$ cat src/hw/rtl/q30fa_pkg.sv
// ----------------------------------------------------------------------------
// q30fa_pkg: shared definitions for the Q30 fraction ALU
// Operation codes, default word width and the control bundle that travels
// with each request through the pipeline.
// ----------------------------------------------------------------------------
`default_nettype none

package q30fa_pkg;

    // default fraction word width (sign bit included)
    localparam int WORD_BITS_DEF = 31;

    // operation codes
    typedef enum logic [1:0] {
        OP_ADD = 2'd0,
        OP_SUB = 2'd1,
        OP_MUL = 2'd2,
        OP_DIV = 2'd3
    } op_t;

    // control bundle carried along every stage
    typedef struct packed {
        op_t  op;
        logic neg;   // product sign for multiply
    } ctl_t;

endpackage

`default_nettype wire

$ cat src/hw/rtl/q30fa_final.sv
// ----------------------------------------------------------------------------
// q30fa_final: result formatting and output register
// Restores the product sign and sets the rounding bit, applies the quotient
// correction, and holds the result word for the output side.
// ----------------------------------------------------------------------------
`default_nettype none

module q30fa_final #(
    parameter int WORD_BITS = q30fa_pkg::WORD_BITS_DEF
) (
    input  wire                          clk,
    input  wire                          rst_n,
    input  wire                          in_valid,
    output logic                         in_ready,
    input  wire q30fa_pkg::ctl_t         in_ctl,
    input  wire [WORD_BITS-1:0]          in_acc,
    input  wire [WORD_BITS-1:0]          in_aux,
    output logic                         out_valid,
    input  wire                          out_ready,
    output logic [WORD_BITS-1:0]         out_result
);

    localparam logic [WORD_BITS-1:0] WORD_MSB = WORD_BITS'(1) << (WORD_BITS - 1);

    logic                    valid_reg;
    logic [WORD_BITS-1:0]    result_reg;
    logic [WORD_BITS-1:0]    result_next;
    logic [WORD_BITS-1:0]    prod;
    logic                    load;

    assign in_ready = !valid_reg || out_ready;
    assign load     = in_valid && in_ready;

    // signed product before the rounding bit
    assign prod = in_ctl.neg ? (~in_acc + WORD_BITS'(1)) : in_acc;

    // format the result word
    always_comb
    begin
        unique case (in_ctl.op)
            q30fa_pkg::OP_ADD,
            q30fa_pkg::OP_SUB:
            begin
                result_next = in_acc;
            end
            q30fa_pkg::OP_MUL:
            begin
                result_next = prod | WORD_BITS'(1);
            end
            q30fa_pkg::OP_DIV:
            begin
                result_next = in_aux + WORD_MSB + WORD_BITS'(1);
            end
            default:
            begin
                result_next = in_acc;
            end
        endcase
    end

    // hold valid under reset
    always_ff @(posedge clk or negedge rst_n)
    begin
        if (!rst_n)
        begin
            valid_reg <= 1'b0;
        end
        else if (in_ready)
        begin
            valid_reg <= in_valid;
        end
    end

    // capture the result
    always_ff @(posedge clk)
    begin
        if (load)
        begin
            result_reg <= result_next;
        end
    end

    assign out_valid  = valid_reg;
    assign out_result = result_reg;

endmodule

`default_nettype wire

$ cat config.mk
export PLATFORM = sky130hd
export DESIGN_NAME = q30fa_final
export DESIGN_NICKNAME = d
export VERILOG_FILES = /design/src/hw/rtl/q30fa_pkg.sv /design/src/hw/rtl/q30fa_final.sv
export SDC_FILE = /design/constraint.sdc
export NUM_CORES = 1
export LEC_CHECK = 0
export BUFFER_PORTS_ARGS = -buffer_cell sky130_fd_sc_hd__buf_4
export CAP_MARGIN = 5
export CORE_ASPECT_RATIO = 1.5
export CORE_UTILIZATION = 35
export DETAILED_ROUTE_END_ITERATION = 10
export PLACE_DENSITY = 0.68
export SYNTH_ARGS = -nofsm -noshare
export SYNTH_HDL_FRONTEND = slang
export SYNTH_SLANG_ARGS = --single-unit
$ cat constraint.sdc
create_clock -name clk -period 1.8 [get_ports clk]
set_input_delay 0 -clock clk [delete_from_list [all_inputs] [get_ports clk]]
set_output_delay 0 -clock clk [all_outputs]
set_load 0.01 [all_outputs]
==> results.toml <==
[timing]
min_period_over_period = 0.8935
final.min_clock_period_ns = 1.608
final-setup-viol-count = 0
hold_viol_final = 0
hold-worst-slack_ns = 0.02801
finClkSkew_ns = 0.003671
drv_slew = 0
slew-limit-headroom = 0.6976
rsz0062_at_grt = "false"
tightest_slew_ns = 0.4494
timing.fmax_ghz = 0.6218

[clocking]
clk_pin_slew_ns = 0.06
clockBufferDepth = 2
clock-sinks = 32
cts_tree = "done"
root_buffer = "clkbuf_16"
cts_max_level = 2
cts_setup_buffers = 0
cts_buffers = 5
clock_latency_ns = 0.28

[route]
ant_nets = 0
first_pass_iters = 5
wirelength_um = 9271
routed_via_density = 5.512
wl_per_cell_um = 16.70
drt-initial-drc-count = 160
vias = 3059
drc = 0

[worst_setup_path]
crit_type = "in -> reg"
cp_max_fo = 8
cp_data_required_time_ns = 1.83
r2r_start = "out_valid$_DFFE_PN0N_"
r2r_end = "out_result[27]$_DFFE_PP_"
worstSetupStartpointType = "input port"
startpoint = "in_acc[1]"
endpoint_kind = "register"
cp.arrival_ns = 1.63
rr_worst_depth = 3
reg2reg_slack_ns = 0.59

[pwr]
power.density_nw_per_um2 = 592.7
p_leak_uw = 0.001635
peakVddDrop_mv = 0.4101

[finish]
nNetsFinal = 520
fin_area_um2 = 4078
antennaDiodeCount = 0
fin_util = 0.5092
multiInputGateArea_um2 = 1769
drive_gt1_frac = 0.3400
nFillCells = 786
seq_area_um2 = 955.9
syn_to_final_growth_pct = 40.23

[floorplanning]
dieWidth_um = 76.42
dieArea_um2 = 8684
start_util = 0.3631
placementRows = 40
ios = 102
die_h_um = 113.6
core-area_um2 = 8008

[global_route]
grt_pass1_vias = 3047
grt_pass1_wl_um = 14550
gr-total-overflow = 0
antenna_found_initial = 0
grt.total_usage = 0.2184
grt_max_degree = 32

[logic_synthesis]
synth_area_um2 = 2908
syn_inst = 328
seq_area_frac_synth = 0.3287
synth_nets = 399
synth-async-reset-ratio = 0.03125
synth_top_area_share = 0.3201
synth_area_per_cell_um2 = 8.865
synth.area.top_cells = "edfxtp_1, xnor2_1, mux2i_1"
yosysTopAreaCell = "edfxtp_1"
ys_ff_latch = 32
synth_flop_cell = "edfxtp_1"
yosysUniqueCellTypes = 53
synth-warning-count = 0
synth_edf_count = 31

[status]
status = "finished, final reports clean"

[placed_design]
io_buffers = 101
dp_hpwl_um = 7383
gp_congestion = 0.8850
dpl_cell_area_um2 = 3909

[run]
cap_violations = 0

[hold_path]
hold_class = "in -> async"
-- where the power goes --
part	switching [uW]	internal (uW)
logic	339	331
clock network	327	513
registers	15.3	892
total	680	1740
-- metal layers --
layer / vias up / GRT usage / routed length, um
met3: 22 / 0.03200 / 513
met4: 0 / 0.1308 / 352
met5: - / 0 / 0
li1: 1481 / - / -
met2: 125 / 0.4096 / 4960
met1: 1431 / 0.2283 / 3444
-- state kept, by name, indices dropped and copies added (netlist names) --
register    count
out_valid       1
out_result     31
-- cell type report --
| type | count | share of cell area |
|---|---|---|
| inverters | 17 | 0.01565 |
| flip-flops and latches | 32 | 0.2344 |
| clock inverters | 3 | 0.005830 |
| clock buffers | 5 | 0.03068 |
| multi-input cells | 261 | 0.4339 |
| well taps | 105 | 0.03222 |
| repair buffers | 132 | 0.2473 |
-- cells in the mapped netlist, types with 3 or more instances --
cell type / n
nor2_1: 37
edfxtp_1: 31
xnor2_1: 28
nand2_1: 19
inv_1: 17
mux2i_1: 15
nor3_1: 14
a21oi_1: 13
o21ai_0: 13
a31oi_1: 12
nand3_1: 11
nor4_1: 11
clkbuf_1: 9
xor2_1: 9
nand4_1: 8
a22o_1: 7
buf_6: 6
a41oi_1: 5
and3_1: 5
and2_1: 4
nand2b_1: 4
or4_1: 4
and4_1: 3
nor3_2: 3
nor3b_1: 3
o221ai_1: 3
-- what timing repair did --
action,in CTS,in global routing
endpoints found under the hold margin,2,0
gates resized for setup,0,0
hold buffers,2,0
setup endpoints to repair,0,0
-- per-stage QoR --
step / setup TNS (ns) / setup WS, ns / std cells / power [uW]
after global placement: -0.07525 / -0.02913 / 545 / 1577
after global routing: 0 / 0.06597 / 555 / 2520
after CTS: 0 / 0.2083 / 555 / 2437
after detailed placement: -0.5180 / -0.08419 / 545 / 1585
after floorplan: 0 / 0.04398 / 328 / 1226
final: 0 / 0.1917 / 555 / 2417
-- how the worst max path moves through the flow --
stage	slack (ns)	to
after floorplan	0.04	out_result[0]$_DFFE_PP_
after global placement	-0.03	out_result[22]$_DFFE_PP_
after detailed placement	-0.08	out_result[30]$_DFFE_PP_
after CTS	0.21	out_result[30]$_DFFE_PP_
after global routing	0.07	out_result[22]$_DFFE_PP_
final	0.19	out_result[30]$_DFFE_PP_
-- placed cells by master (no fill, tap or decap), types with 3 or more instances in the layout --
master / instances
buf_4: 129
nor2_1: 37
edfxtp_1: 31
xnor2_1: 28
nand2_1: 19
inv_1: 17
mux2i_1: 15
nor3_1: 14
o21ai_0: 13
a21oi_1: 13
a31oi_1: 12
nor4_1: 11
nand3_1: 11
xor2_1: 9
nand4_1: 8
a22o_1: 7
and3_1: 5
a41oi_1: 5
clkbuf_16: 5
and2_1: 4
nand2b_1: 4
or4_1: 4
and4_1: 3
nor3_2: 3
nor3b_1: 3
o221ai_1: 3
-- critical path, stage by stage --
cell and delay [ns]:
buf_4 0.13, inv_1 0.05, ha_1 0.16, or3b_2 0.54, nor3_4 0.32, a41oi_1 0.20, xnor2_1 0.15, o21ai_0 0.08
-- cells by family after synthesis --
kind of cell	Yosys count	synth area share
flops	32	0.3287
xor+xnor	37	0.1114
fa+ha+maj	2	0.008604
mux	15	0.05163
buf+inv	35	0.06282
compound gates	69	0.1687
simple gates	138	0.2681
No activity file was read; power rests on OpenSTA's default activity.
