$ cat src/hw/rtl/q30fa_pkg.sv
// ----------------------------------------------------------------------------
// q30fa_pkg: shared definitions for the Q30 fraction ALU
// Operation codes, default word width and the control bundle that travels
// with each request through the pipeline.
// ----------------------------------------------------------------------------
`default_nettype none

package q30fa_pkg;

    // default fraction word width (sign bit included)
    localparam int WORD_BITS_DEF = 31;

    // operation codes
    typedef enum logic [1:0] {
        OP_ADD = 2'd0,
        OP_SUB = 2'd1,
        OP_MUL = 2'd2,
        OP_DIV = 2'd3
    } op_t;

    // control bundle carried along every stage
    typedef struct packed {
        op_t  op;
        logic neg;   // product sign for multiply
    } ctl_t;

endpackage

`default_nettype wire

$ cat src/hw/rtl/q30fa_step.sv
// ----------------------------------------------------------------------------
// q30fa_step: one shift-add or non-restoring divide step
// Multiply adds the multiplicand when multiplier bit STEP is set and shifts
// the partial product right; divide forms 2r +/- d and sets a quotient bit.
// ----------------------------------------------------------------------------
`default_nettype none

module q30fa_step #(
    parameter int WORD_BITS = q30fa_pkg::WORD_BITS_DEF,
    parameter int STEP      = 0
) (
    input  wire                          clk,
    input  wire                          rst_n,
    input  wire                          in_valid,
    output logic                         in_ready,
    input  wire q30fa_pkg::ctl_t         in_ctl,
    input  wire [WORD_BITS-1:0]          in_acc,
    input  wire [WORD_BITS-1:0]          in_aux,
    input  wire [WORD_BITS-1:0]          in_y,
    output logic                         out_valid,
    input  wire                          out_ready,
    output q30fa_pkg::ctl_t              out_ctl,
    output logic [WORD_BITS-1:0]         out_acc,
    output logic [WORD_BITS-1:0]         out_aux,
    output logic [WORD_BITS-1:0]         out_y
);

    localparam logic [WORD_BITS-1:0] BIT_POS = WORD_BITS'(1) << (WORD_BITS - 1 - STEP);

    logic                    valid_reg;
    q30fa_pkg::ctl_t         ctl_reg;
    logic [WORD_BITS-1:0]    acc_reg;
    logic [WORD_BITS-1:0]    acc_next;
    logic [WORD_BITS-1:0]    aux_reg;
    logic [WORD_BITS-1:0]    aux_next;
    logic [WORD_BITS-1:0]    y_reg;
    logic [WORD_BITS-1:0]    mul_sum;
    logic [WORD_BITS-1:0]    rem_dbl;
    logic                    same_sign;
    logic                    load;

    assign in_ready = !valid_reg || out_ready;
    assign load     = in_valid && in_ready;

    // partial product add and remainder doubling
    assign mul_sum   = in_aux[STEP] ? (in_acc + in_y) : in_acc;
    assign rem_dbl   = {in_acc[WORD_BITS-2:0], 1'b0};
    assign same_sign = (in_acc[WORD_BITS-1] == in_y[WORD_BITS-1]);

    // advance the item by one step; add and subtract pass through
    always_comb
    begin
        acc_next = in_acc;
        aux_next = in_aux;
        unique case (in_ctl.op)
            q30fa_pkg::OP_MUL:
            begin
                acc_next = {1'b0, mul_sum[WORD_BITS-1:1]};
            end
            q30fa_pkg::OP_DIV:
            begin
                if (same_sign)
                begin
                    acc_next = rem_dbl - in_y;
                    aux_next = in_aux | BIT_POS;
                end
                else
                begin
                    acc_next = rem_dbl + in_y;
                end
            end
            default:
            begin
                acc_next = in_acc;
            end
        endcase
    end

    // hold valid under reset
    always_ff @(posedge clk or negedge rst_n)
    begin
        if (!rst_n)
        begin
            valid_reg <= 1'b0;
        end
        else if (in_ready)
        begin
            valid_reg <= in_valid;
        end
    end

    // capture the stepped item
    always_ff @(posedge clk)
    begin
        if (load)
        begin
            ctl_reg <= in_ctl;
            acc_reg <= acc_next;
            aux_reg <= aux_next;
            y_reg   <= in_y;
        end
    end

    assign out_valid = valid_reg;
    assign out_ctl   = ctl_reg;
    assign out_acc   = acc_reg;
    assign out_aux   = aux_reg;
    assign out_y     = y_reg;

endmodule

`default_nettype wire

$ cat config.mk
export PLATFORM = sky130hd
export DESIGN_NAME = q30fa_step
export DESIGN_NICKNAME = d
export VERILOG_FILES = /design/src/hw/rtl/q30fa_pkg.sv /design/src/hw/rtl/q30fa_step.sv
export SDC_FILE = /design/constraint.sdc
export NUM_CORES = 1
export LEC_CHECK = 0
export ABC_AREA = 1
export BUFFER_PORTS_ARGS = -buffer_cell sky130_fd_sc_hd__buf_2
export CAP_MARGIN = 10
export CORE_MARGIN = 1
export CORE_UTILIZATION = 45
export DETAILED_ROUTE_END_ITERATION = 8
export GPL_ROUTABILITY_DRIVEN = 0
export PLACE_DENSITY = 0.64
export SETUP_SLACK_MARGIN = 0.02
export SLEW_MARGIN = 20
export SYNTH_ARGS = -nofsm -noshare
export SYNTH_HDL_FRONTEND = slang
export SYNTH_SLANG_ARGS = --single-unit
$ cat constraint.sdc
create_clock -name clk -period 7.7 [get_ports clk]
set_clock_uncertainty 0.2 [all_clocks]
set_input_delay 1.925 -clock clk [delete_from_list [all_inputs] [get_ports clk]]
set_output_delay 1.925 -clock clk [all_outputs]
set_load 0.02 [all_outputs]
==> flow_summary.yaml, run 1 <==
outcome:
  status: "complete, no violations"
routing:
  firstDrtPassIters: 6
  drc: 0
  wl_met3_mm: 2.62
  drt-total-wl_mm: 34.9
  routedWlPerCell_microns: 15.7
  vias: 11300
  met2_wirelength_mm: 15.4
  drt_iter0_markers: 1031
  wl_met1_mm: 16.2
  postRouteAntennaNets: 0
  routed.top_layer: "met5"
  vias_per_cell: 5.07
sta:
  max_freq_mhz: 223
  rsz0062_at_grt: "no"
  worst-slew-pin-transition_ns: 0.927
  slew_headroom: 0.382
  hold_viol_final: 0
  tns_ns: 0
  finalSetupViolations: 0
  period_share: 0.581
  fin_crit_ns: 4.48
  maxSlewViolCount: 0
pwr:
  power.total_w: 0.00182
  leakagePower_nw: 6.81
  p_per_area_nw_per_um2: 151
  ir_worst_vdd_mv: 0.102
synthesis:
  synth_edf_count: 96
  syn_area_sq_um: 10600
  syn_nets: 1920
  ys.flop_type: "edfxtp_1"
  synth_seq_cells: 97
  async_reset_ff_frac: 0.0103
  yosysWarnings: 0
  ys_types: 39
  ys_seq_area_frac: 0.275
  syn_area_per_cell_sq_um: 6.11
  syn_inst: 1730
clock_tree:
  cts-root-buf: "clkbuf_16"
  clock_sinks: 97
  cts_tree: "built"
  clkLatencyLatePin_ns: 0.36
  cts_setup_buffers: 0
  path_clk_slew_ns: 0.06
  postCtsHoldBufs: 0
  htreeDepth: 3
  cts_made_buffers: 9
  cts_resized: 0
  clk_path_buf_depth: 2
worst_setup_path:
  r2r_start: "out_valid"
  crit_arrival_ns: 2.35
  required_ns: 5.58
  cp_max_fo: 2
  worstSetupStartpointType: "primary input"
  endpoint_kind: "primary output"
  reg2reg_depth: 3
  worstSetupPathType: "in2out"
  cp-startpoint: "out_ready"
  r2r_slack_ns: 5.36
  reg2reg_to: "out_y[19]"
global_routing:
  grt_pass1_wl_mm: 54.3
  grt_antenna_before_repair: 3
  track_usage: 0.294
  grt.overflow.total: 0
  first_global_vias: 10400
  grt_max_degree: 59
finish:
  nFillCells: 2404
  area_growth_pct: 14.4
  final_layout_size_suffix_gt1_frac: 0.121
  final_net_count: 2096
  layout_common_cells: "nand2_1 (640), inv_1 (339), buf_2 (197), nor2_1 (180), nand3_1 (122)"
  final_common_cell: "nand2_1"
die:
  die_height_microns: 155
  num_rows: 55
  initial_core_util: 0.462
  ios: 198
  core_area_sq_um: 22800
  die_area_sq_um: 24100
  chipWidth_microns: 155
min_path:
  worstHoldEndpoint: "out_valid"
  hp-start: "out_valid"
  whs_path_depth: 2
  hold_path_class: "reg2reg"
flow_run:
  drv_cap: 0
placed_design:
  hpwl_mm: 28.5
  io_buffers: 197
[cell type report]
| type | count | area, sq um | area share |
|---|---|---|---|
| repair buffers | 200 | 1010 | 0.0835 |
| well taps | 313 | 392 | 0.0324 |
| clock buffers | 9 | 225 | 0.0186 |
| inverters | 343 | 1290 | 0.107 |
| multi-input cells | 1255 | 6170 | 0.511 |
| flip-flops and latches | 97 | 2910 | 0.241 |
| clock inverters | 7 | 83.8 | 0.00694 |
| diodes | 2 | 5.00 | 0.000414 |
[power by group]
part	internal [W]	total [W]	switching, W
sequential	0.000624	0.000634	0.00000979
clock	0.000258	0.000487	0.000229
combinational	0.000215	0.000701	0.000486
[kinds of logic (layout without fill, tap and decap cells)]
logic type	Yosys count	in the layout	share of synthesized area
buf+inv	378	559	0.141
fa+ha+maj	90	90	0.109
other cells	0	2	0
compound gates	162	162	0.0842
flops	97	97	0.275
xor+xnor	16	16	0.0133
simple gates	987	987	0.377
[Yosys cell counts (2+ instances only)]
cell type	n	area [sq um]
o21ai_0	46	230
or2_1	4	25.0
clkbuf_1	7	26.3
and3_1	3	18.8
ha_1	87	1090
fa_1	3	60.1
o21bai_1	12	90.1
and2_1	3	18.8
o221ai_1	6	52.6
nor2_2	3	18.8
nand2_2	2	12.5
nor3_2	4	40.0
clkbuf_2	8	40.0
nor2_1	180	676
nand3_1	122	611
o211ai_1	6	45.0
nand4_1	8	50.1
buf_1	4	15.0
xnor2_1	4	35.0
a21o_1	2	15.0
inv_1	339	1270
nand2_1	640	2400
buf_6	5	56.3
nand3b_1	6	45.0
edfxtp_1	96	2880
a21oi_1	87	435
inv_2	3	11.3
buf_2	9	45.0
nor4_1	2	12.5
nor3_1	9	45.0
xor2_1	12	105
[how the worst max path moves through the flow]
stage,endpoint,cells after the start
floorplan,out_acc[0],2
global placement,in_ready,4
detailed placement,out_acc[27],13
CTS,in_ready,4
global route,in_ready,4
finish,in_ready,4
[critical path, cell delays in order]
cell     delay (ns)
buf_2          0.10
inv_1          0.09
nand2_1        0.07
buf_2          0.16
[stage by stage]
| step | hold WS (ns) | std cells | setup WS (ns) | cell area, sq um | utilization |
|---|---|---|---|---|---|
| 2_1_floorplan | 0.568 | 1730 | 0.316 | 10600 | - |
| 3_5_place_dp | 0.381 | 2208 | 3.22 | 11800 | 0.515 |
| 5_1_grt | 0.414 | 2226 | 3.21 | 12100 | 0.529 |
| 3_3_place_gp | 0.363 | 2208 | 3.22 | 11800 | 0.515 |
| 4_1_cts | 0.397 | 2224 | 3.22 | 12100 | 0.529 |
| 6_report | 0.394 | 2226 | 3.22 | 12100 | 0.529 |
[per-layer routing]
metal | GRT usage | vias up
met5 | 0 | -
met4 | 0.0831 | 2
met3 | 0.0462 | 53
met2 | 0.471 | 401
met1 | 0.408 | 5100
li1 | - | 5722
[flip-flops by register name, summed over array words and instances, names as in the netlist]
register,flops
out_acc,31
out_aux,31
out_y,31
out_ctl,3
out_valid,1
Power figures use the tool's default switching activity.
==> run 2: changes to the inputs <==
--- a/config.mk
+++ b/config.mk
@@ -5,14 +5,14 @@
 export SDC_FILE = /design/constraint.sdc
 export NUM_CORES = 1
 export LEC_CHECK = 0
-export ABC_AREA = 1
+export ABC_AREA = 0
 export BUFFER_PORTS_ARGS = -buffer_cell sky130_fd_sc_hd__buf_2
 export CAP_MARGIN = 10
 export CORE_MARGIN = 1
 export CORE_UTILIZATION = 45
 export DETAILED_ROUTE_END_ITERATION = 8
 export GPL_ROUTABILITY_DRIVEN = 0
-export PLACE_DENSITY = 0.64
+export PLACE_DENSITY = 0.66
 export SETUP_SLACK_MARGIN = 0.02
 export SLEW_MARGIN = 20
 export SYNTH_ARGS = -nofsm -noshare
==> constraint.sdc (replaced) <==
create_clock -name clk -period 4.35 [get_ports clk]
set_clock_uncertainty 0.2 [all_clocks]
set_input_delay 1.0875 -clock clk [delete_from_list [all_inputs] [get_ports clk]]
set_output_delay 1.0875 -clock clk [all_outputs]
set_load 0.02 [all_outputs]
==> run 2 against run 1 <==
  * Design area is 13% lower
  * First-iteration DRC count is 29% lower
  * Non-clock buffer count is 90 higher
  * Area after synthesis is 21% lower
  * Die area is 21% lower
  * Cell count is 37% lower
  * Highest routed layer is now met4
  * Largest cell class unchanged
  * Critical path type is now in2reg
  * Combinational power is 67% higher
  * Critical path depth is 11 higher
  * Sequential share of layout area is 3.6 points higher
  * Synthesized cell count is 48% lower
==> flow_summary.yaml, run 2 <==
synthesis:
  synth_edf_count: 96
  async_reset_ff_frac: 0.0103
  syn_nets: 1093
  synth_seq_cells: 97
  ys_seq_area_frac: 0.349
  yosys-top-cells-area: "edfxtp_1 (35%), ha_1 (13%), a21oi_1 (5.6%), xnor2_1 (3.5%), o21ai_0 (3.1%)"
  ys.flop_type: "edfxtp_1"
  syn_area_sq_um: 8330
  ys_types: 74
  syn_area_per_cell_sq_um: 9.22
  yosysTopAreaCell: "edfxtp_1"
  synth_top_area_share: 0.346
  synth_most_common_cell: "edfxtp_1"
  synthTopCellsByCount: "edfxtp_1 (96), a21oi_1 (94), ha_1 (87)"
  yosysWarnings: 0
  syn_inst: 903
worst_setup_path:
  max_stage_delay_ns: 0.46
  crit_slowest_cell: "a2111oi_4"
  cp_common_cell: "buf_4"
  endpoint_kind: "register"
  cp_max_fo: 3
  required_ns: 4.24
  worstSetupPathType: "in2reg"
  crit_arrival_ns: 4.16
  worst-path-buf-inv: 4
  worstSetupStartpointType: "primary input"
  crit_chain: "buf_6 -> inv_2 -> buf_4 -> fa_2 -> a211oi_4 -> nor4_2 -> a211oi_2 -> a21oi_2 -> a221o_1 -> a2111oi_4 -> buf_4 -> nor4_4 -> o211ai_1 -> xor2_1 -> o221ai_1"
  cp_top_family: "compound AO/OA/AOI/OAI gates"
sta:
  fin_crit_ns: 4.27
  maxSlewViolCount: 0
  rsz0062_at_grt: "yes"
  max_freq_mhz: 234
  slew_headroom: 0.374
  hold_viol_final: 0
  worst-slew-pin-transition_ns: 0.934
  finalSetupViolations: 0
  fin_ws_ns: 0.0768
  hold_ws_ns: 0.279
  tns_ns: 0
  period_share: 0.982
min_path:
  hold_path_class: "in2async"
die:
  die_height_microns: 138
  chipWidth_microns: 138
  die_area_sq_um: 19100
  num_rows: 49
  core_area_sq_um: 18000
  ios: 198
  initial_core_util: 0.462
routing:
  vias_per_cell: 5.77
  routedWlPerCell_microns: 17.7
  drt_iter0_markers: 736
  firstDrtPassIters: 5
  drc: 0
  postRouteAntennaNets: 0
  drt-total-wl_mm: 24.7
  vias: 8072
placed_design:
  preCtsSetupSlack_ns: -0.203
  dpl_cell_area_sq_um: 10100
  io_buffers: 197
  hpwl_mm: 19.2
finish:
  final_layout_size_suffix_gt1_frac: 0.291
  area_growth_pct: 26.4
  layout_common_cells: "buf_2 (196), edfxtp_1 (96), a21oi_1 (92), buf_4 (92), ha_1 (87)"
  nFillCells: 1645
  design_area_sq_um: 10500
  diodes: 0
  final_net_count: 1356
  post-route-util: 0.584
  final_common_cell: "buf_2"
global_routing:
  grt_antenna_before_repair: 0
  first_global_vias: 7551
  grt.overflow.total: 0
  track_usage: 0.255
  grt_pass1_wl_mm: 39.3
  grt_max_degree: 59
flow_run:
  drv_cap: 0
outcome:
  status: "complete, no violations"
pwr:
  swShare: 0.360
  ir_worst_vdd_mv: 0.189
  clockPowerShare: 0.267
  internal_power_w: 0.00200
  p_sw_w: 0.00113
  leakagePower_nw: 4.71
  pwr-share-seq: 0.358
  comb_power_share: 0.375
  p_per_area_nw_per_um2: 298
clock_tree:
  cts_made_buffers: 9
  htreeDepth: 3
  path_clk_slew_ns: 0.08
  cts_tree: "built"
  clkLatencyLatePin_ns: 0.36
  clk_path_buf_depth: 2
  clock_sinks: 97
  cts-root-buf: "clkbuf_16"
-- run 2: changes by cell type after synthesis, sizes merged, moves of 18 or more --
| cell | delta |
|---|---|
| inv | -280 |
| nor2b | +18 |
| nand2 | -581 |
| xnor2 | +29 |
| nor2 | -119 |
| a211oi | +18 |
| nand3 | -108 |
| a21o | +25 |
-- run 2: final cells by class --
class | instances | area, sq um | area share
multi-input combinational | 705 | 5080 | 0.483
sequential | 97 | 2910 | 0.276
timing repair buffer | 290 | 1700 | 0.162
tap | 229 | 287 | 0.0272
inverter | 63 | 236 | 0.0225
clock buffer | 9 | 225 | 0.0214
clock inverter | 7 | 80.1 | 0.00761
-- run 2: final timing paths --
path / to / start / slack, ns / cells past startpoint
min: out_valid / rst_n / 0.28 / 1
max reg2reg: out_acc[2] / out_valid / 2.40 / 3
max in group asynchronous: out_valid / rst_n / 3.59 / 1
min in group clk: out_valid / out_valid / 0.34 / 2
max: out_acc[26] / in_y[1] / 0.08 / 15
min reg2reg: out_valid / out_valid / 0.34 / 2
-- run 2: per-layer routing --
metal / GRT usage / vias to the layer above / part of all wire
li1: - / 3918 / -
met1: 0.372 / 3766 / 0.47
met2: 0.396 / 363 / 0.44
met3: 0.0333 / 25 / 0.075
met4: 0.0700 / 0 / 0.013
met5: 0 / - / 0
-- run 2: cells by family after synthesis --
family,Yosys count,synth area share
AOI/OAI and AO/OA,307,0.247
and+or+nand+nor,233,0.136
buffers and inverters,101,0.0472
DFF,97,0.349
adders and majority gates,90,0.138
xor gates and xnor gates,54,0.0568
muxes,21,0.0264
-- run 2: power by group through the flow --
stage | sequential (W) | combinational, W | clock (W)
6_report | 0.00112 | 0.00117 | 0.000836
5_1_grt | 0.00113 | 0.00128 | 0.000881
4_1_cts | 0.00112 | 0.00115 | 0.000858
3_5_place_dp | 0.00114 | 0.00114 | 0
3_3_place_gp | 0.00114 | 0.00114 | 0
2_1_floorplan | 0.00122 | 0.000663 | 0
-- run 2: stage by stage --
step / total power [W] / cells
detailed placement: 0.00229 / 1381
global placement: 0.00228 / 1381
floorplan: 0.00189 / 903
finish: 0.00313 / 1400
CTS: 0.00313 / 1397
global route: 0.00329 / 1400
-- run 2: repair_timing --
| action | in CTS | in global routing |
|---|---|---|
| endpoints found under the setup margin | 0 | 2 |
| hold buffers | 0 | 0 |
| buffers inserted | 0 | 3 |
| resized for setup | 0 | 9 |
