[config.mk]
export PLATFORM = sky130hd
export DESIGN_NAME = q30fa_prep
export DESIGN_NICKNAME = d
export VERILOG_FILES = /design/src/hw/rtl/q30fa_pkg.sv /design/src/hw/rtl/q30fa_prep.sv
export SDC_FILE = /design/constraint.sdc
export NUM_CORES = 1
export LEC_CHECK = 0
export BUFFER_PORTS_ARGS = -buffer_cell sky130_fd_sc_hd__buf_2
export CAP_MARGIN = 20
export CELL_PAD_IN_SITES_DETAIL_PLACEMENT = 1
export CELL_PAD_IN_SITES_GLOBAL_PLACEMENT = 2
export CORE_UTILIZATION = 35
export DETAILED_ROUTE_END_ITERATION = 16
export HOLD_SLACK_MARGIN = 0.15
export PLACE_DENSITY = 0.93
export SETUP_SLACK_MARGIN = 0.1
export SKIP_LAST_GASP = 1
export SYNTH_ARGS = -nofsm -noshare
export SYNTH_HDL_FRONTEND = slang
export SYNTH_SLANG_ARGS = --single-unit
[constraint.sdc]
create_clock -name clk -period 8.9 [get_ports clk]
set_input_delay 2.67 -clock clk [delete_from_list [all_inputs] [get_ports clk]]
set_output_delay 2.67 -clock clk [all_outputs]
set_load 0.01 [all_outputs]
[src/hw/rtl/q30fa_pkg.sv]
// ----------------------------------------------------------------------------
// q30fa_pkg: shared definitions for the Q30 fraction ALU
// Operation codes, default word width and the control bundle that travels
// with each request through the pipeline.
// ----------------------------------------------------------------------------
`default_nettype none

package q30fa_pkg;

    // default fraction word width (sign bit included)
    localparam int WORD_BITS_DEF = 31;

    // operation codes
    typedef enum logic [1:0] {
        OP_ADD = 2'd0,
        OP_SUB = 2'd1,
        OP_MUL = 2'd2,
        OP_DIV = 2'd3
    } op_t;

    // control bundle carried along every stage
    typedef struct packed {
        op_t  op;
        logic neg;   // product sign for multiply
    } ctl_t;

endpackage

`default_nettype wire

[src/hw/rtl/q30fa_prep.sv]
// ----------------------------------------------------------------------------
// q30fa_prep: operand preparation stage
// Computes add and subtract results, turns multiply operands into magnitudes
// with a product sign, and loads the divide remainder and divisor.
// ----------------------------------------------------------------------------
`default_nettype none

module q30fa_prep #(
    parameter int WORD_BITS = q30fa_pkg::WORD_BITS_DEF
) (
    input  wire                          clk,
    input  wire                          rst_n,
    input  wire                          in_valid,
    output logic                         in_ready,
    input  wire q30fa_pkg::op_t          in_op,
    input  wire [WORD_BITS-1:0]          in_a,
    input  wire [WORD_BITS-1:0]          in_b,
    output logic                         out_valid,
    input  wire                          out_ready,
    output q30fa_pkg::ctl_t              out_ctl,
    output logic [WORD_BITS-1:0]         out_acc,
    output logic [WORD_BITS-1:0]         out_aux,
    output logic [WORD_BITS-1:0]         out_y
);

    logic                    valid_reg;
    q30fa_pkg::ctl_t         ctl_reg;
    q30fa_pkg::ctl_t         ctl_next;
    logic [WORD_BITS-1:0]    acc_reg;
    logic [WORD_BITS-1:0]    acc_next;
    logic [WORD_BITS-1:0]    aux_reg;
    logic [WORD_BITS-1:0]    aux_next;
    logic [WORD_BITS-1:0]    y_reg;
    logic [WORD_BITS-1:0]    y_next;
    logic [WORD_BITS-1:0]    mag_a;
    logic [WORD_BITS-1:0]    mag_b;
    logic                    load;

    assign in_ready = !valid_reg || out_ready;
    assign load     = in_valid && in_ready;

    // take magnitudes of the multiply operands
    assign mag_a = in_a[WORD_BITS-1] ? (~in_a + WORD_BITS'(1)) : in_a;
    assign mag_b = in_b[WORD_BITS-1] ? (~in_b + WORD_BITS'(1)) : in_b;

    // set up the working fields for each operation
    always_comb
    begin
        ctl_next.op  = in_op;
        ctl_next.neg = in_a[WORD_BITS-1] ^ in_b[WORD_BITS-1];
        acc_next     = '0;
        aux_next     = '0;
        y_next       = in_b;
        unique case (in_op)
            q30fa_pkg::OP_ADD:
            begin
                acc_next = in_a + in_b;
            end
            q30fa_pkg::OP_SUB:
            begin
                acc_next = in_a - in_b;
            end
            q30fa_pkg::OP_MUL:
            begin
                aux_next = mag_a;
                y_next   = mag_b;
            end
            q30fa_pkg::OP_DIV:
            begin
                acc_next = in_a;
            end
            default:
            begin
                acc_next = '0;
            end
        endcase
    end

    // hold valid under reset
    always_ff @(posedge clk or negedge rst_n)
    begin
        if (!rst_n)
        begin
            valid_reg <= 1'b0;
        end
        else if (in_ready)
        begin
            valid_reg <= in_valid;
        end
    end

    // capture the request
    always_ff @(posedge clk)
    begin
        if (load)
        begin
            ctl_reg <= ctl_next;
            acc_reg <= acc_next;
            aux_reg <= aux_next;
            y_reg   <= y_next;
        end
    end

    assign out_valid = valid_reg;
    assign out_ctl   = ctl_reg;
    assign out_acc   = acc_reg;
    assign out_aux   = aux_reg;
    assign out_y     = y_reg;

endmodule

`default_nettype wire

==> results of run 1 <==
==> area by class of cell <==
| class | count | area (um^2) |
|---|---|---|
| Sequential cell | 97 | 2908 |
| Timing Repair Buffer | 170 | 870.8 |
| Multi-Input combinational cell | 574 | 3705 |
| Fill cell | 2238 | 10670 |
| Tap cell | 260 | 325.3 |
| Inverter | 14 | 52.55 |
| Clock inverter | 6 | 67.56 |
| Clock buffer | 10 | 229.0 |
==> how the worst min path moves through the flow <==
stage,depth (start not counted),endpoint,slack (ns)
after detailed placement,2,out_valid,0.54
after global placement,2,out_valid,0.51
final,2,out_valid,0.55
after floorplan,2,out_valid,0.62
after global routing,2,out_valid,0.59
after CTS,2,out_valid,0.56
==> routing by layer <==
metal  vias to the layer above  GRT usage (%)  share of wire (%)
met5                         -              0                  0
met4                         0          7.323                2.7
met3                        26          3.814                4.3
met2                       145          35.83                 48
met1                      2881          26.93                 45
li1                       2864              -                  -
==> cells in the mapped netlist (3+ instances only) <==
| cell type | instances | area [um^2] |
|---|---|---|
| a211o_1 | 4 | 35.03 |
| a211oi_1 | 5 | 37.54 |
| a21boi_0 | 3 | 22.52 |
| a21o_1 | 15 | 112.6 |
| a21oi_1 | 26 | 130.1 |
| and2_1 | 4 | 25.02 |
| clkbuf_1 | 31 | 116.4 |
| edfxtp_1 | 96 | 2883 |
| ha_1 | 33 | 412.9 |
| inv_1 | 14 | 52.55 |
| mux2i_1 | 4 | 40.04 |
| nand2_1 | 92 | 345.3 |
| nand2b_1 | 12 | 75.07 |
| nand3_1 | 11 | 55.05 |
| nand4_1 | 5 | 31.28 |
| nor2_1 | 93 | 349.1 |
| nor2b_1 | 4 | 25.02 |
| nor3_1 | 16 | 80.08 |
| nor4_1 | 8 | 50.05 |
| o211ai_1 | 4 | 30.03 |
| o21ai_0 | 52 | 260.3 |
| o21ai_1 | 4 | 20.02 |
| o21bai_1 | 4 | 30.03 |
| o31ai_1 | 11 | 82.58 |
| o41ai_1 | 3 | 26.28 |
| or2_2 | 3 | 18.77 |
| or3_1 | 10 | 62.56 |
| or4_1 | 4 | 30.03 |
| xnor2_1 | 48 | 420.4 |
| xor2_1 | 62 | 543.0 |
==> critical path, cell delays in order <==
cell	delay, ns
buf_2	0.12
inv_1	0.08
ha_1	0.21
nand2_1	0.12
nor2_1	0.10
nand2_1	0.13
nor4_1	0.79
nand2_1	0.16
nor4_1	0.33
nor2_1	0.09
xnor2_1	0.19
ha_1	0.42
nand3_1	0.16
or3_1	0.33
o21ba_2	0.21
a21oi_1	0.40
nand3_1	0.15
a32oi_1	0.20
o311ai_0	0.15
==> cells in the final DEF, fill, tap and decap left out, types with 14 or more instances in the layout <==
cell / instances
a21o_1: 15
a21oi_1: 26
buf_2: 165
edfxtp_1: 96
ha_1: 33
inv_1: 14
nand2_1: 92
nor2_1: 93
nor3_1: 16
o21ai_0: 52
xnor2_1: 48
xor2_1: 62
==> registers in the layout, summed over array words and instances (netlist names) <==
name       flops
out_y         31
out_ctl        3
out_valid      1
out_aux       31
out_acc       31
==> where the power goes <==
part	internal [mW]	switching, mW	total, mW	leakage [nW]
combinational	0.151	0.240	0.390	2.31
clock	0.220	0.186	0.405	0.144
sequential	0.550	0.0104	0.561	0.944
==> per-stage QoR <==
stage / std cells / setup slack (ns)
floorplan: 718 / 2.395
global placement: 1114 / 1.817
detailed placement: 1115 / 1.667
CTS: 1131 / 1.994
global route: 1131 / 1.469
finish: 1131 / 1.939
==> kinds of logic (layout without fill, tap and decap cells) <==
kind of cell,count (synthesis),after routing
buf+inv,47,200
fa+ha+maj,34,34
simple gates,276,276
mux,4,4
flops,97,97
xor+xnor,110,110
compound gates,150,150
==> results.txt, run 1 <==
----------------------------------------------------
[Synthesis]
  Simple-gate portion of the synthesized area ... 18.95%
  Share of the synthesized netlist area taken by xor and xnor gates ... between 10% and 20%
  Number of warnings printed during yosys synthesis ... 0
  Largest family of logic cells by synthesized area ... simple AND/OR/NAND/NOR gates
  Compound-cell area share of the yosys netlist ... between 10% and 20%
  Average cell area after synthesis ... ~9.5 um^2
  Register bit total from synthesis ... 97
  Synthesized netlist net count ... 820
  Count of different cell masters after synthesis ... 60
  Number of flops mapped to enable cells by yosys ... 96
  Sequential fraction of the synthesis area ... 42.85%
  Netlist area before placement ... 6787 um^2
  Post-synthesis instance total ... 718
  Fraction of synthesis flops using an asynchronous set or reset pin ... around 1.0%
  Adder-cell share of the synthesized area ... 6.379%
  Main synth FF type ... edfxtp_1
  Fraction of synthesized area in multiplexers ... 0.5900%

[Drt]
  Detailed-routing iteration count for the pre-antenna-repair pass ... 4
  Number of routed nets with antenna violations ... 0
  Overall routed net length ... 20740 um
  Number of DRC markers in iteration 0 ... 291
  Average vias per placed instance ... 5.231
  Via Count ... slightly below 6000
  Routed WL per cell ... 18.34 um
  DR DRC count ... 0

[Timing]
  Achievable frequency ... 0.1436 GHz
  Post-layout min period ... 6.961 ns
  Clock tree skew after final layout ... about 0.010 ns
  Slew Viols, Final ... 0
  Unrepaired setup endpoints after global routing ... false
  Slew of the pin with the lowest slew margin ... 0.9260 ns
  Rel. slew slack ... 37.70%
  Final Hold Vio Count ... 0
  Setup TNS ... 0 ns
  Number of setup violations in the final report ... 0
  Post-route clock period utilization ... 78.22%
  Worst hold slack after final layout ... 0.5488 ns

[Pwr]
  Power per cell area ... 166.3 nW/um^2
  Highest ir drop seen on vdd ... 96.84 uV
  Static leakage ... 3.400 nW
  Power Total ... 1.357 mW

[Worst setup path]
  Category of the worst setup path launch point ... input pin
  Reg2Reg Launch Point ... out_valid
  Critical Path RT ... 8.97 ns
  WS Path Type ... in -> reg
  Worst-path maximum fanout ... 6
  Reg2reg end ... out_acc[19]
  CP startpoint ... in_b[1]
  FF-to-FF path depth ... 3
  Critical Path End Type ... flop
  Register-to-Register Setup Slack ... 6.76 ns
  CP arrival ... about 7.0 ns
  Endpoint of the worst setup timing path ... out_acc[30]

[Worst hold path]
  Path class of the lowest-slack min-delay path ... reg -> reg
  Worst hold start ... out_valid

[GRT]
  First-pass GRT wire length ... roughly 32000 um
  Initial antenna violation count ... 0
  GRT Overall Usage ... a little over a fifth
  Pin count of the biggest net entering global routing ... between 60 and 70
  Global-route congestion overflow total ... 0
  Vias in the first global route ... about 6000

[Clock network]
  Number of buffers on the longest clock path ... 2
  Total setup buffers inserted after CTS ... 0
  Source-to-sink clock delay at the later pin of the worst-skew pair ... between 0.3 and 0.4 ns
  CTS Buf Count ... 9
  Clock sink count ... 97
  Resized cells post-CTS ... 0
  Clock transition time at the flip-flop clock pins of the worst setup and hold paths ... 0.08 ns
  CTS tree ... yes
  Number of H-tree levels ... 3
  Number of hold-repair buffers added at the cts stage ... 0
  Library cell used as clock root buffer ... clkbuf_16

[Placed design]
  Half-perimeter wire length after placement ... 16030 um
  Final weighted congestion in routability-driven placement ... 0.8691
  Post-detailed-placement cell area ... 7861 um^2
  Count of input and output buffers ... 165

[Layout]
  Ant diodes ... 0
  Share of final-layout standard cells stronger than drive strength 1 ... 22.85%
  Post-layout instance area ... 8158 um^2
  Final cell utilization of the core ... 43.32%
  Layout net count ... 968
  Layout-stage area growth over the synthesis result ... 20.21%

[Floorplanning]
  Die width ... 141.3 um
  Initial cell density of the core ... 36.04%
  Placeable Area ... between 15000 and 20000 um^2
  Standard-cell row count ... 50
  Number of I/O pins ... 166
  Overall die height ... approximately 140 um
  Total die area ... 19950 um^2

[Outcome]
  Status ... complete, no violations

[Flow run]
  Max-cap check violation count ... 0

----------------------------------------------------
Note: power is estimated with default switching activity, not from simulation.
==> run 2, diff against run 1 <==
--- a/config.mk
+++ b/config.mk
@@ -9,10 +9,10 @@
 export CAP_MARGIN = 20
 export CELL_PAD_IN_SITES_DETAIL_PLACEMENT = 1
 export CELL_PAD_IN_SITES_GLOBAL_PLACEMENT = 2
-export CORE_UTILIZATION = 35
+export CORE_UTILIZATION = 33
 export DETAILED_ROUTE_END_ITERATION = 16
 export HOLD_SLACK_MARGIN = 0.15
-export PLACE_DENSITY = 0.93
+export PLACE_DENSITY = 0.89
 export SETUP_SLACK_MARGIN = 0.1
 export SKIP_LAST_GASP = 1
 export SYNTH_ARGS = -nofsm -noshare
==> constraint.sdc (replaced) <==
create_clock -name clk -period 6.68 [get_ports clk]
set_input_delay 2.004 -clock clk [delete_from_list [all_inputs] [get_ports clk]]
set_output_delay 2.004 -clock clk [all_outputs]
set_load 0.01 [all_outputs]
==> results.txt, run 2 (synthesis gave the netlist of run 1 again) <==
----------------------------------------------------
[Clock network]
  Total setup buffers inserted after CTS ... 0
  Library cell used as clock root buffer ... clkbuf_16
  Number of H-tree levels ... 3
  Source-to-sink clock delay at the later pin of the worst-skew pair ... 0.36 ns
  CTS Buf Count ... 9
  Number of hold-repair buffers added at the cts stage ... 0
  Number of buffers on the longest clock path ... 2
  CTS tree ... yes
  Clock sink count ... 97
  Clock transition time at the flip-flop clock pins of the worst setup and hold paths ... roughly 0.07 ns
  Resized cells post-CTS ... 0

[Floorplanning]
  Initial cell density of the core ... 33.65%
  Placeable Area ... 20170 um^2
  Die width ... 145.4 um
  Overall die height ... 145.4 um
  Total die area ... 21140 um^2
  Number of I/O pins ... roughly 170
  Standard-cell row count ... 52

[Timing]
  Final Hold Vio Count ... 0
  Post-route clock period utilization ... 88.90%
  Slew of the pin with the lowest slew margin ... 0.9853 ns
  Achievable frequency ... 0.1684 GHz
  Post-layout worst setup margin ... about 0.74 ns
  Slew Viols, Final ... 0
  Clock tree skew after final layout ... 0.01103 ns
  Worst hold slack after final layout ... 0.5394 ns
  Number of setup violations in the final report ... 0
  Setup TNS ... 0 ns
  Post-layout min period ... ~5.9 ns
  Unrepaired setup endpoints after global routing ... false
  Rel. slew slack ... 34.31%

[Layout]
  Number of filler cells placed in the layout ... 2386
  Most frequent cells in the layout ... 165 x buf_2, 96 x edfxtp_1, 93 x nor2_1
  Leading cell type in the layout, fill and taps excluded ... buf_2
  Share of final-layout standard cells stronger than drive strength 1 ... between 20% and 30%
  Ant diodes ... 0
  Layout net count ... 975
  Layout-stage area growth over the synthesis result ... 20.56%
  Post-layout instance area ... 8182 um^2

[GRT]
  GRT Overall Usage ... approximately a fifth
  Global-route congestion overflow total ... 0
  Initial antenna violation count ... 0
  Vias in the first global route ... 5762
  Pin count of the biggest net entering global routing ... 71
  First-pass GRT wire length ... around 32000 um

[Placed design]
  Post-detailed-placement cell area ... 7919 um^2
  Post-place setup slack ... roughly 0.35 ns
  Half-perimeter wire length after placement ... 15860 um
  Final weighted congestion in routability-driven placement ... 0.8873
  Count of input and output buffers ... between 150 and 200

[Worst setup path]
  Standard cell with the maximum stage delay on the critical path ... or4_1
  CP arrival ... roughly 6.0 ns
  WS Path Type ... in -> reg
  Critical Path RT ... 6.75 ns
  Ordered list of cells on the worst path ... buf_2 -> or3_1 -> or4_1 -> nor4_4 -> buf_4 -> nand2_1 -> nor3_1 -> nor2_1 -> xnor2_1 -> ha_1 -> nand3_1 -> or3_1 -> o21ba_2 -> a21oi_1 -> nand3_1 -> a32oi_1 -> o311ai_0
  Category of the worst setup path launch point ... input pin
  Critical Path End Type ... flop
  Delay of the slowest cell on the worst path ... 0.49 ns
  Worst-path maximum fanout ... 5

[Drt]
  Routed WL per cell ... 17.82 um
  Number of DRC markers in iteration 0 ... 241
  Number of routed nets with antenna violations ... 0
  Via Count ... between 5000 and 6000
  Overall routed net length ... 20460 um
  DR DRC count ... 0
  Average vias per placed instance ... around 5.1
  Detailed-routing iteration count for the pre-antenna-repair pass ... 4

[Worst hold path]
  Path class of the lowest-slack min-delay path ... reg -> reg

[Flow run]
  Max-cap check violation count ... 0

[Pwr]
  Static leakage ... 3.415 nW
  Highest ir drop seen on vdd ... ~110 uV
  Power per cell area ... roughly 210 nW/um^2
  Power Total ... 1.752 mW

[Outcome]
  Status ... complete, no violations

----------------------------------------------------
## run 2: worst paths after layout
path | from | end | slack [ns] | cells after the start
min in group asynchronous | rst_n | out_valid | 1.40 | 1
max | in_b[8] | out_acc[30] | 0.74 | 17
min | out_valid | out_valid | 0.54 | 2
max reg2reg | out_valid | out_aux[3] | 4.54 | 3
max in group asynchronous | rst_n | out_valid | 5.20 | 1
min reg2reg | out_valid | out_valid | 0.54 | 2
## run 2: where the power goes
group          switching (mW)  internal, mW
combinational           0.317         0.203
clock                   0.238         0.248
sequential             0.0126         0.733
total                   0.567          1.18
## run 2: area by class of cell
type                       instances  area (um^2)  share of cell area [%]
tap                              270        337.8                   4.129
clock buffer                       9        225.2                   2.753
inverter                          14        52.55                  0.6423
clock inverter                     7        37.54                  0.4588
multi-input combinational        574         3705                   45.28
timing repair buffer             177        915.9                   11.19
sequential                        97         2908                   35.54
## run 2: per-stage QoR
step,cells,utilization [%]
final,1148,40.56
after CTS,1148,40.56
after global placement,1132,39.26
after global routing,1148,40.56
after detailed placement,1132,39.26
after floorplan,718,-
## run 2: worst max-delay path, delay by kind of cell
family | cells | cell delay (ns)
adder cells (fa/ha/maj) | 1 | 0.36
XOR/XNOR | 1 | 0.16
buffers and inverters | 2 | 0.34
AND/OR/NAND/NOR | 9 | 2.18
AO/OA/AOI/OAI | 4 | 0.98
## run 2: layer usage
layer	track usage [%]	wire length, um
met1	25.46	9336
met2	33.70	10050
met3	3.166	797
met4	4.842	273
met5	0	0
